--- config.mk ---
export PLATFORM = sky130hd
export DESIGN_NAME = avi_movi_chunk_demux_top
export DESIGN_NICKNAME = d
export VERILOG_FILES = /design/src/hw/rtl/amcd_pkg.sv /design/src/hw/rtl/amcd_front.sv /design/src/hw/rtl/amcd_queue.sv /design/src/hw/rtl/amcd_back.sv /design/src/hw/rtl/avi_movi_chunk_demux_top.sv
export SDC_FILE = /design/constraint.sdc
export NUM_CORES = 1
export LEC_CHECK = 0
export ABC_AREA = 1
export BUFFER_PORTS_ARGS = -buffer_cell sky130_fd_sc_hd__buf_2
export CORE_MARGIN = 2
export CORE_UTILIZATION = 45
export DETAILED_ROUTE_END_ITERATION = 16
export GPL_TIMING_DRIVEN = 0
export PLACE_DENSITY = 0.59
export SYNTH_ARGS = -nofsm -noshare
export SYNTH_HDL_FRONTEND = slang
export SYNTH_SLANG_ARGS = --single-unit
--- constraint.sdc ---
create_clock -name aclk -period 10.7 [get_ports aclk]
set_input_delay 0.535 -clock aclk [delete_from_list [all_inputs] [get_ports aclk]]
set_output_delay 0.535 -clock aclk [all_outputs]
set_load 0.01 [all_outputs]
--- src/hw/rtl/amcd_pkg.sv ---
// Shared types and constants of the AVI movi chunk demultiplexer.
package amcd_pkg;

    // Configuration register indexes
    localparam logic [1:0] REG_VIDEO_STREAM = 2'd0;
    localparam logic [1:0] REG_AUDIO_STREAM = 2'd1;
    localparam logic [1:0] REG_MOVI_LENGTH  = 2'd2;
    localparam logic [1:0] REG_VIDEO_LIMIT  = 2'd3;

    localparam logic [6:0]  VIDEO_STREAM_RESET = 7'd0;
    localparam logic [6:0]  AUDIO_STREAM_RESET = 7'd1;
    localparam logic [31:0] MOVI_LENGTH_RESET  = 32'd0;
    localparam logic [31:0] VIDEO_LIMIT_RESET  = 32'(300 * 1024);

    // Chunk id characters
    localparam logic [7:0] CH_0 = 8'h30;
    localparam logic [7:0] CH_9 = 8'h39;
    localparam logic [7:0] CH_D = 8'h64;
    localparam logic [7:0] CH_C = 8'h63;
    localparam logic [7:0] CH_W = 8'h77;
    localparam logic [7:0] CH_B = 8'h62;

    localparam logic DEST_VIDEO = 1'b0;
    localparam logic DEST_AUDIO = 1'b1;

    localparam int QUEUE_DEPTH_DEFAULT = 2;

    typedef enum logic [3:0] {
        PH_HEADER  = 4'b0001,
        PH_PAYLOAD = 4'b0010,
        PH_PAD     = 4'b0100,
        PH_DONE    = 4'b1000
    } phase_t;

    typedef enum logic [1:0] {
        RT_DROP  = 2'd0,
        RT_VIDEO = 2'd1,
        RT_AUDIO = 2'd2
    } route_t;

    typedef struct packed {
        logic [31:0] frame_number;
        logic        chunk_last;
        logic        destination;
        logic [7:0]  payload_byte;
    } item_t;

    // Write side of the queue
    typedef struct packed {
        logic  valid;
        item_t item;
    } q_wr_t;

endpackage

--- src/hw/rtl/amcd_front.sv ---
// Front end: configuration registers, chunk header parser and payload router.
module amcd_front
    import amcd_pkg::*;
(
    input  logic        aclk,
    input  logic        aresetn,
    input  logic        cfg_valid,
    output logic        cfg_ready,
    input  logic [1:0]  cfg_index,
    input  logic [31:0] cfg_data,
    input  logic        s_tvalid,
    output logic        s_tready,
    input  logic [7:0]  s_tdata,
    input  logic        q_full,
    output q_wr_t       q_wr
);

    logic [6:0]  video_stream_reg;
    logic [6:0]  audio_stream_reg;
    logic [31:0] movi_length_reg;
    logic [31:0] video_limit_reg;

    phase_t      phase_reg, phase_next;
    logic [55:0] shift_reg, shift_next;
    logic [2:0]  count_reg, count_next;
    logic [31:0] remain_reg, remain_next;
    route_t      route_reg, route_next;
    logic        pad_reg, pad_next;
    logic [31:0] consumed_reg, consumed_next;
    logic [31:0] frame_reg, frame_next;

    logic        s_accept;
    logic [63:0] header;
    logic [31:0] size;
    logic [6:0]  sid;
    logic        is_dc;
    logic        is_wb;
    logic [31:0] remain_dec;
    logic        last;

    function automatic logic [3:0] digit_value(input logic [7:0] ch);
        logic [3:0] d;
        d = (ch >= CH_0 && ch <= CH_9) ? ch[3:0] : 4'd0;
        return d;
    endfunction

    assign cfg_ready = 1'b1;
    assign s_tready  = ~q_full;
    assign s_accept  = s_tvalid & s_tready;

    // Completed header with the current byte on top
    assign header = {s_tdata, shift_reg};
    assign size   = header[63:32];
    assign sid    = 7'(digit_value(header[7:0])) * 7'd10 + 7'(digit_value(header[15:8]));
    assign is_dc  = (header[23:16] == CH_D) && (header[31:24] == CH_C);
    assign is_wb  = (header[23:16] == CH_W) && (header[31:24] == CH_B);
    assign remain_dec = remain_reg - 32'd1;
    assign last       = (remain_dec == 32'd0);

    always_comb begin
        phase_next    = phase_reg;
        shift_next    = shift_reg;
        count_next    = count_reg;
        remain_next   = remain_reg;
        route_next    = route_reg;
        pad_next      = pad_reg;
        consumed_next = consumed_reg;
        frame_next    = frame_reg;
        q_wr.valid             = 1'b0;
        q_wr.item.payload_byte = s_tdata;
        q_wr.item.destination  = (route_reg == RT_AUDIO) ? DEST_AUDIO : DEST_VIDEO;
        q_wr.item.chunk_last   = last;
        q_wr.item.frame_number = frame_reg;

        if (s_accept && phase_reg != PH_DONE) begin
            if (phase_reg == PH_HEADER && count_reg == 3'd0
                    && consumed_reg >= movi_length_reg) begin
                phase_next = PH_DONE;
            end else begin
                if (consumed_reg != 32'hFFFF_FFFF) begin
                    consumed_next = consumed_reg + 32'd1;
                end
                unique case (phase_reg)
                    PH_HEADER: begin
                        shift_next = {s_tdata, shift_reg[55:8]};
                        count_next = count_reg + 3'd1;
                        if (count_reg == 3'd7) begin
                            route_next = RT_DROP;
                            if (sid == video_stream_reg && is_dc) begin
                                if (size != 32'd0 && size <= video_limit_reg) begin
                                    route_next = RT_VIDEO;
                                end
                            end else if (sid == audio_stream_reg && is_wb) begin
                                route_next = RT_AUDIO;
                            end
                            remain_next = size;
                            pad_next    = size[0];
                            phase_next  = (size != 32'd0) ? PH_PAYLOAD : PH_HEADER;
                        end
                    end
                    PH_PAYLOAD: begin
                        remain_next = remain_dec;
                        q_wr.valid  = (route_reg == RT_VIDEO) || (route_reg == RT_AUDIO);
                        if (last) begin
                            if (route_reg == RT_VIDEO) begin
                                frame_next = frame_reg + 32'd1;
                            end
                            phase_next = pad_reg ? PH_PAD : PH_HEADER;
                        end
                    end
                    PH_PAD: begin
                        pad_next   = 1'b0;
                        phase_next = PH_HEADER;
                    end
                    default: begin
                        phase_next = PH_HEADER;
                    end
                endcase
            end
        end
    end

    always_ff @(posedge aclk) begin
        if (!aresetn) begin
            video_stream_reg <= VIDEO_STREAM_RESET;
            audio_stream_reg <= AUDIO_STREAM_RESET;
            movi_length_reg  <= MOVI_LENGTH_RESET;
            video_limit_reg  <= VIDEO_LIMIT_RESET;
        end else if (cfg_valid && cfg_ready) begin
            unique case (cfg_index)
                REG_VIDEO_STREAM: video_stream_reg <= cfg_data[6:0];
                REG_AUDIO_STREAM: audio_stream_reg <= cfg_data[6:0];
                REG_MOVI_LENGTH:  movi_length_reg  <= cfg_data;
                REG_VIDEO_LIMIT:  video_limit_reg  <= cfg_data;
                default:          video_limit_reg  <= video_limit_reg;
            endcase
        end
    end

    always_ff @(posedge aclk) begin
        if (!aresetn) begin
            phase_reg    <= PH_HEADER;
            shift_reg    <= '0;
            count_reg    <= '0;
            remain_reg   <= '0;
            route_reg    <= RT_DROP;
            pad_reg      <= 1'b0;
            consumed_reg <= '0;
            frame_reg    <= '0;
        end else begin
            phase_reg    <= phase_next;
            shift_reg    <= shift_next;
            count_reg    <= count_next;
            remain_reg   <= remain_next;
            route_reg    <= route_next;
            pad_reg      <= pad_next;
            consumed_reg <= consumed_next;
            frame_reg    <= frame_next;
        end
    end

endmodule

--- src/hw/rtl/amcd_queue.sv ---
// Small register queue between the parser and the output stage.
module amcd_queue
    import amcd_pkg::*;
#(
    parameter int DEPTH = QUEUE_DEPTH_DEFAULT
) (
    input  logic  aclk,
    input  logic  aresetn,
    input  q_wr_t wr,
    output logic  full,
    output logic  empty,
    input  logic  rd,
    output item_t rd_item
);

    localparam int PTR_W = $clog2(DEPTH);
    localparam int CNT_W = $clog2(DEPTH + 1);

    item_t             mem_reg [DEPTH];
    logic [PTR_W-1:0]  wptr_reg, rptr_reg;
    logic [CNT_W-1:0]  count_reg;
    logic              push, pop;

    assign full    = (count_reg == CNT_W'(DEPTH));
    assign empty   = (count_reg == '0);
    assign push    = wr.valid & ~full;
    assign pop     = rd & ~empty;
    assign rd_item = mem_reg[rptr_reg];

    always_ff @(posedge aclk) begin
        if (push) begin
            mem_reg[wptr_reg] <= wr.item;
        end
    end

    always_ff @(posedge aclk) begin
        if (!aresetn) begin
            wptr_reg  <= '0;
            rptr_reg  <= '0;
            count_reg <= '0;
        end else begin
            if (push) begin
                wptr_reg <= (wptr_reg == PTR_W'(DEPTH - 1)) ? '0 : wptr_reg + PTR_W'(1);
            end
            if (pop) begin
                rptr_reg <= (rptr_reg == PTR_W'(DEPTH - 1)) ? '0 : rptr_reg + PTR_W'(1);
            end
            unique case ({push, pop})
                2'b10:   count_reg <= count_reg + CNT_W'(1);
                2'b01:   count_reg <= count_reg - CNT_W'(1);
                default: count_reg <= count_reg;
            endcase
        end
    end

endmodule

--- src/hw/rtl/amcd_back.sv ---
// Output stage: registers one result and drives the master stream.
module amcd_back
    import amcd_pkg::*;
(
    input  logic        aclk,
    input  logic        aresetn,
    input  logic        q_empty,
    output logic        q_rd,
    input  item_t       q_item,
    output logic        m_tvalid,
    input  logic        m_tready,
    output logic [39:0] m_tdata,
    output logic        m_tlast,
    output logic [0:0]  m_tuser
);

    logic  valid_reg;
    item_t item_reg;
    logic  load;

    // Refill whenever the holding register is free or being emptied
    assign load = ~q_empty & (~valid_reg | m_tready);
    assign q_rd = load;

    always_ff @(posedge aclk) begin
        if (!aresetn) begin
            valid_reg <= 1'b0;
        end else if (load) begin
            valid_reg <= 1'b1;
        end else if (m_tready) begin
            valid_reg <= 1'b0;
        end
    end

    always_ff @(posedge aclk) begin
        if (load) begin
            item_reg <= q_item;
        end
    end

    assign m_tvalid = valid_reg;
    assign m_tdata  = {item_reg.frame_number, item_reg.payload_byte};
    assign m_tlast  = item_reg.chunk_last;
    assign m_tuser  = item_reg.destination;

endmodule

--- src/hw/rtl/avi_movi_chunk_demux_top.sv ---
// Top level of the AVI movi chunk demultiplexer.
//
// Takes the movi list payload one byte per transaction on the s_ stream and
// puts the payload bytes of accepted chunks out on the m_ stream. Each chunk
// header (four-character id, little-endian 32-bit size) is parsed on the fly;
// '##dc' chunks on the video stream (size nonzero and within video_limit) go
// to video, '##wb' chunks on the audio stream go to audio, everything else,
// headers and pad bytes included, is swallowed without a result. The
// parser decides each byte's fate in the cycle it is accepted, with one
// compare of the size against the limit on the last header byte, so a byte
// can be taken every clock while the queue is not full. Results pass through
// a short queue and an output register, so s_tready only drops once the
// queue is full behind a stalled m_ side. Once movi_length bytes are
// consumed at a chunk boundary the block swallows all further bytes until
// reset. Configuration writes are always taken (cfg_ready is tied high) and
// must only be issued while idle.
module avi_movi_chunk_demux_top
    import amcd_pkg::*;
#(
    parameter int QUEUE_DEPTH = QUEUE_DEPTH_DEFAULT  // 2 or more
) (
    input  logic        aclk,
    input  logic        aresetn,
    // configuration write channel
    input  logic        cfg_valid,
    output logic        cfg_ready,
    input  logic [1:0]  cfg_index,   // 0 video_stream, 1 audio_stream, 2 movi_length,
                                     // 3 video_limit
    input  logic [31:0] cfg_data,
    // byte input stream
    input  logic        s_tvalid,
    output logic        s_tready,
    input  logic [7:0]  s_tdata,     // [7:0] data_byte
    // routed payload stream
    output logic        m_tvalid,
    input  logic        m_tready,
    output logic [39:0] m_tdata,     // [7:0] payload_byte, [39:8] frame_number
    output logic        m_tlast,     // chunk_last
    output logic [0:0]  m_tuser      // [0] destination: 0 video, 1 audio
);

    q_wr_t q_wr;
    logic  q_full;
    logic  q_empty;
    logic  q_rd;
    item_t q_item;

    amcd_front u_front (
        .aclk      (aclk),
        .aresetn   (aresetn),
        .cfg_valid (cfg_valid),
        .cfg_ready (cfg_ready),
        .cfg_index (cfg_index),
        .cfg_data  (cfg_data),
        .s_tvalid  (s_tvalid),
        .s_tready  (s_tready),
        .s_tdata   (s_tdata),
        .q_full    (q_full),
        .q_wr      (q_wr)
    );

    amcd_queue #(
        .DEPTH (QUEUE_DEPTH)
    ) u_queue (
        .aclk    (aclk),
        .aresetn (aresetn),
        .wr      (q_wr),
        .full    (q_full),
        .empty   (q_empty),
        .rd      (q_rd),
        .rd_item (q_item)
    );

    amcd_back u_back (
        .aclk     (aclk),
        .aresetn  (aresetn),
        .q_empty  (q_empty),
        .q_rd     (q_rd),
        .q_item   (q_item),
        .m_tvalid (m_tvalid),
        .m_tready (m_tready),
        .m_tdata  (m_tdata),
        .m_tlast  (m_tlast),
        .m_tuser  (m_tuser)
    );

endmodule

Word-level counts from Yosys, hierarchy flattened --
Memory sizes are Yosys's and may differ from the RTL's. A register that Yosys moved wholly into a read port is not among the register bits. Cells that the tools add are included.
Storage, ports and cells: register bits 245, RAM bits 84, output and inout bits 45, logic and storage cells 122, memories 1
Operators by class: add/sub/neg operators 9, multiply operators 1, $lt $le $gt $ge 6, equal/unequal tests 23, mux-type cells 26, bitwise gates (word level) 9, reduce and logical (&&, ||, !) cells 31
Memories:
- u_queue.mem_reg | depth 2, width 42, rd ports 1, clocked after Yosys merged registers in 1, wr ports 1, line amcd_queue.sv:19 | item_t mem_reg [DEPTH];
Operators with widths (number):
- adder 32 x 1 -> 32 bit, second input constant | 2
- case mux 32 bit (2 select lines) | 1
- == test 8 x 7 -> 1 bit, second input constant | 4
- >= comparator 32 bit | 1
- <= comparator 32 bit | 1
- zero test 32 bit | 1
- two-way mux 32 bit | 1
- inequality test 32 bit, second input constant | 1
- nonzero test 32 bit | 1
- subtractor 32 x 1 -> 32 bit, second input constant | 1
- two-way mux 4 bit | 5
- >= comparator 8 x 6 -> 1 bit, second input constant | 2
- <= comparator 8 x 6 -> 1 bit, second input constant | 2
- == test 7 bit | 2
- two-way mux 1 bit | 12
- AND reduction 4 bit | 3
- == test 2 bit, second input constant | 5
- logical AND 1 bit | 10
- AND reduction 3 bit | 3
- case mux 4 bit (2 select lines) | 1
- AND reduction 2 bit | 4
- nonzero test 2 bit | 4
- adder 7 x 4 -> 7 bit | 1
- == test 2 x 1 -> 1 bit, second input constant | 3
- other kinds (24) | 34

Depth between registers and ports, before layout --
Gate-level depths: netlist of run 1.
word-level depth 9, mapped depth 20, depth with buffers taken out 20

Modules after synthesis --
A second synthesis of run 1 with hierarchy kept.
Unflattened totals: cells, all modules 2297, area, all modules 18739.2 µm²
Modules (own cells, without submodules):
- amcd_front | times used 1, cells each 2078, area each 13944.6 µm²
- amcd_queue | times used 1, cells each 171, area each 3485.8 µm²
- amcd_back | times used 1, cells each 48, area each 1308.8 µm²

Worst setup path after synthesis of run 1 --
No wires, ideal clock.
path type input to register, from input m_tready, to register u_queue.count_reg[1], setup time 0.122 ns, arrival 3.714 ns, required time 10.578 ns, path slack 6.864 ns, cell stages on the path 7, cell sequence nor2_1 a21oi_1 ha_1 a21oi_1 o21ai_0 o21ai_0 a21oi_1
Between the ends: longest elaborated chain between the ends 5
RTL lines:
- start, declared | line avi_movi_chunk_demux_top.sv:36 | input logic m_tready,
- bitwise OR 1 bit (*) | line amcd_back.sv:22 | assign load = ~q_empty & (~valid_reg | m_tready);
- bitwise AND 1 bit (*) | line amcd_back.sv:22
- named net q_rd | line avi_movi_chunk_demux_top.sv:45 | logic q_rd;
- bitwise AND 1 bit (*) | line amcd_queue.sv:27 | assign pop = rd & ~empty;
- == test 2 x 1 -> 1 bit / == test 2 bit (equally long branches) | line amcd_queue.sv:48 | unique case ({push, pop})
- case mux 2 bit (2 select lines) / nonzero test 2 bit (equally long branches)
- end signal, assigned | line amcd_queue.sv:49 | 2'b10: count_reg <= count_reg + CNT_W'(1);
- end signal, assigned | line amcd_queue.sv:50 | 2'b01: count_reg <= count_reg - CNT_W'(1);
- end signal, assigned | line amcd_queue.sv:51 | default: count_reg <= count_reg;
- end, declared | line amcd_queue.sv:21 | logic [CNT_W-1:0] count_reg;
The timed path passes the listed nets; every way through them passes the cells marked *. A chain may end at the register's enable or synchronous reset.

Final worst setup path of run 1 --
from register u_front.shift_reg[7], to register u_front.route_reg[1]
Between the ends: longest elaborated chain between the ends 9
RTL lines:
- start, declared | line amcd_front.sv:24 | logic [55:0] shift_reg, shift_next;
- start signal, assigned | line amcd_front.sv:152 | shift_reg <= shift_next;
- >= comparator 8 x 6 -> 1 bit / <= comparator 8 x 6 -> 1 bit (equally long branches) | line amcd_front.sv:43 | d = (ch >= CH_0 && ch <= CH_9) ? ch[3:0] : 4'd0;
- logical AND 1 bit (*) | line amcd_front.sv:43
- two-way mux 4 bit (*) | line amcd_front.sv:43
- multiplier 4 x 3 -> 6 bit (*) | line amcd_front.sv:54 | assign sid = 7'(digit_value(header[7:0])) * 7'd10 + 7'(digit_value(header[15:8]));
- adder 7 x 4 -> 7 bit (*) | line amcd_front.sv:54
- == test 7 bit | line amcd_front.sv:93 | end else if (sid == audio_stream_reg && is_wb) begin
- logical AND 1 bit | line amcd_front.sv:93
- two-way mux 2 bit | line amcd_front.sv:93
- two-way mux 2 bit (*) | line amcd_front.sv:89 | if (sid == video_stream_reg && is_dc) begin
- end signal, assigned | line amcd_front.sv:155 | route_reg <= route_next;
- end, declared | line amcd_front.sv:27 | route_t route_reg, route_next;
Every way passes the cells marked *; elsewhere a longest branch is shown, timed or not.

==> impl_metrics.py, run 1 <==
metrics = {
    "status": {
        "status": "finished, final reports clean",
    },
    "timing": {
        "rsz0062_at_grt": "false",
        "whs_ns": 0.2067,
        "slew_violations": 0,
        "max_slew.worst_pin.slew_ns": 1.056,
        "setup_tns_ns": 0,
        "relSlewSlack_pct": 29.37,
        "period_minus_slack_ns": 3.170,
        "hold_viol": 0,
        "fin_skew_ns": 0.02665,
        "setup_viol": 0,
        "max_freq_mhz": 315.5,
        "finalCritPeriodShare_pct": 29.62,
    },
    "cells_and_area": {
        "largest_reg_flops": 84,
        "regArea_mm2": 0.008688,
        "nets": 2610,
        "areaGrowthSynthToFinish_pct": 14.79,
        "multi_input_area_mm2": 0.008282,
        "final_util_pct": 52.61,
        "final_cell_area_mm2": 0.02100,
        "fillers": 3858,
        "drive_above_1_share_pct": 8.473,
    },
    "pwr": {
        "leakage_uw": 0.008383,
        "vdd_drop_max_mv": 0.1341,
        "powerDensity_mw_per_mm2": 258.9,
        "power_uw": 5437,
    },
    "floorplan": {
        "die-width_um": 205.6,
        "initial_core_util_pct": 45.83,
        "rows": 73,
        "pin_count": 92,
        "core_area_mm2": 0.03991,
        "die-area_mm2": 0.04228,
        "die_h_um": 205.6,
    },
    "critical_path": {
        "r2r-start": "u_front.shift_reg[7]",
        "r2r_cells": 17,
        "cpMostUsedCell": "nor2_1",
        "crit_path_start_kind": "flop",
        "cp.required_ns": 11.23,
        "slowest_delay_ns": 0.48,
        "crit_type": "reg -> reg",
        "cp_cell_sequence": "inv_1 > nand4_1 > nor2_1 > inv_1 > nor2_1 > ha_1 > ha_1 > fa_1 > inv_1 > xor2_1 > xor2_1 > nand4_1 > nor2_1 > nand3_1 > nand3_1 > nand2_1 > nor2_1",
        "crit_path_start": "u_front.shift_reg[7]",
        "critPathCaptureType": "flop",
        "worstPathMaxFanout": 3,
        "arrival_ns": 3.70,
        "cpMaxStageDelayCell": "fa_1",
        "worstReg2RegEnd": "u_front.route_reg[1]",
        "r2r_slack_ns": 7.53,
    },
    "logic_synthesis": {
        "synth_ff_type": "dfxtp_1",
        "yosysTopAreaCell": "dfxtp_1",
        "synth_edf_count": 126,
        "netlist_area_mm2": 0.01829,
        "ys_async_sr_fraction_pct": 0,
        "syn_inst": 2344,
        "synthTopCellsByArea": "dfxtp_1 27%, edfxtp_1 21%, nand2_1 11%",
        "synth_top_family_by_area": "simple AND/OR/NAND/NOR gates",
        "synth_warnings": 0,
        "synth_xor_area_share_pct": 2.921,
        "avgSynthCellArea_um2": 7.804,
        "yosys.area_share.adder_pct": 5.691,
        "yosysSeqAreaShare_pct": 47.50,
        "ys_seq_elements": 371,
        "muxShareOfSynthArea_pct": 0,
        "synthDistinctLibCells": 38,
        "synth.top_cell.area_share_pct": 26.81,
        "synthSimpleGateAreaFrac_pct": 23.86,
        "synth_nets": 2473,
        "synth-compound-area-share_pct": 12.63,
    },
    "min_path": {
        "hold_path.class": "in -> reg",
        "hold_depth": 3,
        "min_to": "u_front.video_limit_reg[12]",
        "min_from": "cfg_data[12]",
    },
    "placement": {
        "place_congestion": 0.9326,
        "place_area_mm2": 0.01949,
        "io_buffers": 90,
        "hpwlAfterDp_um": 39470,
    },
    "drt": {
        "drtIter0Drc": 1021,
        "wl_per_cell_um": 17.00,
        "top_layer_used": "met5",
        "route.detailed.drc": 0,
        "wl_met1_um": 22600,
        "ant_nets": 0,
        "viasPerCell": 5.272,
        "firstDrtPassIters": 5,
        "met3_length_um": 3269,
        "vias": 16030,
        "wl_met2_um": 23570,
        "drt_wl_total_um": 51700,
    },
    "cts": {
        "path_clk_slew_ns": 0.07,
        "cts_made_buffers": 42,
        "cts_buffer_depth": 3,
        "cts_sinks": 371,
        "insertion_delay_ns": 0.59,
        "hold_buffers": 0,
        "cts_resized": 0,
        "cts-root-buf": "clkbuf_16",
        "htreeDepth": 2,
        "post-cts-setup-buffers": 0,
        "cts_tree": "yes",
    },
    "global_route": {
        "grt_pass1_wl_um": 81210,
        "grt_pass1_vias": 15150,
        "grt_overflow": 0,
        "antenna_found_initial": 2,
        "grt_max_degree": 33,
        "track_usage_pct": 24.83,
    },
    "job": {
        "maxCapViolCount": 0,
    },
}
-- logic make-up (layout without fill, tap and decap cells) --
family / after synthesis / after routing
and+or+nand+nor: 1030 / 1030
AOI/OAI and AO/OA: 454 / 454
DFF: 371 / 371
buffers and inverters: 345 / 515
adders and majority gates: 82 / 82
xor gates and xnor gates: 61 / 61
other: 1 / 3
-- critical path: cells and delay by family (launching register included) --
family | cells | cell delay, ns
flops | 1 | 0.30
fa+ha+maj | 3 | 0.98
buf+inv | 3 | 0.21
xor+xnor | 2 | 0.44
simple gates | 9 | 1.20
-- cells in the mapped netlist (3+ instances only) --
master and count:
nor2_4 4, a31oi_1 9, nor4_1 20, nor2_2 10, o21ai_0 170, xnor2_1 15
clkbuf_1 68, xor2_1 46, edfxtp_1 126, buf_2 15, nand2_2 5, o211ai_1 3
and3_1 6, inv_2 8, nand2_1 559, nand3_1 129, a21oi_1 257, buf_6 3
nor2_1 204, nand4_1 40, nor3_1 46, inv_1 243, dfxtp_1 245, buf_4 3
clkinv_1 4, o21a_1 4, ha_1 80, o21ai_1 7
-- cells in the final DEF (no fill, tap or decap), drive strengths merged --
cell type,n
o21a,4
nor2,219
inv,251
nor4b,1
o21bai,2
dfxtp,245
a31oi,9
bufinv,9
xnor2,15
diode,2
a21oi,257
nor4,20
xor2,46
and3,6
nand3,130
nor3,48
o21ai,177
clkinvlp,3
ha,80
nand2,564
clkinv,19
a211oi,2
nand4,40
nand3b,2
fa,2
clkbuf,119
buf,114
conb,1
edfxtp,126
o211ai,3
-- worst max-delay path by stage --
stage	endpoint	slack (ns)	cells past startpoint
after floorplan	u_queue.count_reg[1]	6.86	7
after global placement	u_queue.mem_reg[1][40]	5.69	7
after detailed placement	u_front.route_reg[1]	7.50	17
after CTS	u_front.route_reg[1]	7.47	17
after global routing	u_front.route_reg[0]	7.12	17
final	u_front.route_reg[1]	7.53	17
-- through the flow --
step / instances / setup WS [ns]
2_1_floorplan: 2344 / 6.864
3_3_place_gp: 2959 / 5.690
3_5_place_dp: 2962 / 7.501
4_1_cts: 3039 / 7.468
5_1_grt: 3039 / 7.123
6_report: 3041 / 7.530
-- power breakdown --
part	total, µW	internal [µW]	switching (µW)	leakage, µW
Combinational	2030	615	1410	0.00450
Clock	1560	959	603	0.000722
Sequential	1850	1710	140	0.00316
-- cell type report --
| class | instances | share of cell area [%] |
|---|---|---|
| clock buffers | 51 | 5.261 |
| diodes | 2 | 0.02383 |
| multi-input cells | 1628 | 39.44 |
| repair buffers | 93 | 2.431 |
| flip-flops and latches | 371 | 41.38 |
| plain buffers | 89 | 1.841 |
| inverters | 256 | 4.582 |
| clock inverters | 26 | 1.919 |
| well taps | 525 | 3.128 |
-- routing by layer --
metal,track usage [%],up-vias
li1,-,8066
met1,32.11,7361
met2,40.37,486
met3,4.260,117
met4,11.79,2
met5,0,-
Power figures use the tool's default switching activity.
==> run 2: changes to the inputs <==
- ABC_AREA: 1 -> 0
- PLACE_DENSITY: 0.59 -> 0.61
- clock period: 10.7 -> 2.65 ns (I/O delays scaled with it)
==> impl_metrics.py, run 2 <==
metrics = {
    "status": {
        "status": "complete, but fails checks",
        "violations": "setup timing",
    },
    "global_route": {
        "antenna_found_initial": 0,
        "grt_pass1_vias": 14910,
        "grt_pass1_wl_um": 83660,
        "grt_max_degree": 37,
        "grt_overflow": 0,
        "track_usage_pct": 26.03,
    },
    "cts": {
        "insertion_delay_ns": 0.55,
        "path_clk_slew_ns": 0.06,
        "htreeDepth": 2,
        "cts-root-buf": "clkbuf_16",
        "cts_made_buffers": 42,
        "cts_buffer_depth": 3,
        "cts_sinks": 371,
        "cts_tree": "yes",
    },
    "logic_synthesis": {
        "synthTopCellsByArea": "dfxtp_1 28%, edfxtp_1 22%, ha_1 5.7%",
        "syn_inst": 1801,
        "synthDistinctLibCells": 68,
        "netlist_area_mm2": 0.01758,
        "synth_edf_count": 126,
        "yosysSeqAreaShare_pct": 49.41,
        "avgSynthCellArea_um2": 9.763,
        "synth.top_cell.area_share_pct": 27.89,
        "synth_nets": 1930,
        "ys_seq_elements": 371,
        "synth.most_common_cell": "dfxtp_1",
        "synthTopCellsByCount": "245 x dfxtp_1, 223 x nand2_1, 156 x nor2_1",
        "ys_async_sr_fraction_pct": 0,
        "yosysTopAreaCell": "dfxtp_1",
        "synth_ff_type": "dfxtp_1",
        "synth_warnings": 0,
    },
    "cells_and_area": {
        "fillers": 3072,
        "layout_common_cells": "216 x nand2_1, 201 x dfxtp_1, 149 x nor2_1",
        "regArea_mm2": 0.008773,
        "final_cells": 2653,
        "largest_reg_flops": 84,
        "areaGrowthSynthToFinish_pct": 37.24,
        "nets": 2234,
        "diodes": 0,
        "final_common_cell": "nand2_1",
        "drive_above_1_share_pct": 28.67,
        "multi_input_area_mm2": 0.009782,
    },
    "critical_path": {
        "cpMostUsedCell": "ha_4",
        "r2r_slack_ns": -0.64,
        "crit_type": "reg -> reg",
        "crit_path_start": "u_front.shift_reg[2]",
        "worstPathMaxFanout": 4,
        "critPathCaptureType": "flop",
        "slowest_delay_ns": 0.57,
        "cp_cell_sequence": "o21ai_1 > nor4b_4 > and2_4 > ha_4 > ha_4 > fa_2 > xnor2_2 > xor2_1 > nand4_1 > or4_4 > a21oi_2",
        "cpMaxStageDelayCell": "fa_2",
        "r2r_cells": 11,
        "cp.required_ns": 3.12,
        "endpoint": "u_front.route_reg[1]",
        "crit_path_start_kind": "flop",
        "arrival_ns": 3.75,
        "r2r-start": "u_front.shift_reg[2]",
        "worstReg2RegEnd": "u_front.route_reg[1]",
    },
    "drt": {
        "drt_wl_total_um": 54980,
        "wl_per_cell_um": 20.72,
        "drtIter0Drc": 1409,
        "viasPerCell": 5.798,
        "route.detailed.drc": 0,
        "firstDrtPassIters": 7,
        "vias": 15380,
        "ant_nets": 0,
    },
    "timing": {
        "setup_viol": 248,
        "period_minus_slack_ns": 3.285,
        "hold_viol": 0,
        "relSlewSlack_pct": 21.45,
        "slew_violations": 0,
        "max_freq_mhz": 304.4,
        "rsz0062_at_grt": "true",
        "whs_ns": 0.006048,
        "finalCritPeriodShare_pct": 124.0,
        "max_slew.worst_pin.slew_ns": 1.178,
        "fin_skew_ns": 0.01324,
        "fin_ws_ns": -0.6354,
    },
    "pwr": {
        "powerDensity_mw_per_mm2": 649.9,
        "leakage_uw": 0.009518,
        "p_seq_share_pct": 41.1,
        "p_int_uw": 11310,
        "p_comb_share_pct": 21.3,
        "vdd_drop_max_mv": 0.4589,
        "p_sw_uw": 4377,
        "swShare_pct": 27.91,
        "pwr-share-clk_pct": 37.6,
    },
    "placement": {
        "place_congestion": 0.9267,
        "io_buffers": 90,
        "placedCellCount": 2410,
        "hpwlAfterDp_um": 34870,
    },
    "job": {
        "maxCapViolCount": 0,
    },
    "floorplan": {
        "core_area_mm2": 0.03865,
        "pin_count": 92,
        "rows": 72,
        "die-width_um": 201.7,
        "die-area_mm2": 0.04067,
        "die_h_um": 201.7,
        "initial_core_util_pct": 45.50,
    },
    "min_path": {
        "hold_path.class": "in -> reg",
    },
}
==> run 2: cell types whose count changed in the layout (fill, tap and decap cells not counted), moves of 40 or more <==
cell and delta:
nand2_1 -343, inv_1 -168, o21ai_0 -158, a21oi_1 -141
nand3_1 -100, mux2i_1 +91, nor2_1 -53, buf_4 +47
dfxtp_1 -44, buf_6 +43, mux2_2 +43, dlygate4sd3_1 +40
==> run 2: timing repair <==
item | 4_1_cts | 5_1_grt
buffers inserted | 78 | 44
hold buffers | 40 | 0
setup endpoints to repair | 251 | 251
cloned | 22 | 6
pin swaps | 102 | 95
hold endpoints to repair | 100 | 0
resized for setup | 275 | 172
==> run 2: logic make-up (layout without fill, tap and decap cells) <==
logic type	count (synthesis)	count (layout)	share of synthesized area, %
compound gates	330	330	12.21
xor+xnor	35	35	1.743
fa+ha+maj	82	82	5.920
buf+inv	182	510	4.070
flops	371	371	49.41
mux	136	136	8.048
other cells	1	1	0.02133
simple gates	664	670	18.57
==> run 2: cell type report <==
| cell class | count | share of cell area, % |
|---|---|---|
| multi-input combinational | 1254 | 40.54 |
| sequential | 371 | 36.36 |
| timing repair buffer | 261 | 10.44 |
| clock buffer | 53 | 4.693 |
| buffer | 93 | 2.919 |
| tap | 518 | 2.686 |
| inverter | 82 | 1.286 |
| clock inverter | 21 | 1.079 |
==> run 2: worst min path at each step <==
stage	startpoint	endpoint	slack, ns	cells past startpoint
after floorplan	s_tdata[0]	u_queue.mem_reg[0][0]	0.23	0
after global placement	cfg_data[7]	u_front.movi_length_reg[7]	0.40	3
after detailed placement	cfg_data[7]	u_front.movi_length_reg[7]	0.40	3
after CTS	cfg_index[0]	u_front.movi_length_reg[31]	0.01	4
after global routing	m_tready	u_back.m_tvalid	0.04	4
final	m_tready	u_back.m_tvalid	0.006	4
==> run 2: power by group through the flow <==
| stage | Combinational, µW | Sequential (µW) | Clock (µW) |
|---|---|---|---|
| floorplan | 1500 | 6510 | 0 |
| global placement | 2160 | 6560 | 0 |
| detailed placement | 2230 | 6550 | 0 |
| CTS | 2900 | 6430 | 5970 |
| global route | 3550 | 6460 | 6200 |
| finish | 3350 | 6440 | 5900 |
==> run 2: worst max-delay path, delay by kind of cell (launching register included) <==
family          cells  cell delay [ns]
compound gates      2             0.25
xor+xnor            2             0.34
fa+ha+maj           3             0.92
flops               1             0.32
simple gates        4             1.36
==> run 2: routing by layer <==
metal | part of all wire, % | global-route usage [%] | wire, µm | up-vias
li1 | - | - | - | 7153
met1 | 42 | 34.18 | 23050 | 7435
met2 | 47 | 42.99 | 25650 | 648
met3 | 7.0 | 3.547 | 3844 | 147
met4 | 4.4 | 11.45 | 2430 | 0
met5 | 0 | 0 | 0 | -
==> run 2: metrics by stage <==
stage	setup slack (ns)	cell area (µm²)	total power (µW)	util, %	TNS (ns)
6_report	-0.6354	24130	15680	62.44	-57.80
5_1_grt	-0.6970	24130	16210	62.44	-85.59
4_1_cts	-0.5556	23080	15300	59.72	-40.88
3_5_place_dp	-1.229	18970	8788	49.07	-202.54
3_3_place_gp	-1.221	18940	8719	49.01	-194.88
2_1_floorplan	-0.3058	17840	8015	-	-30.90
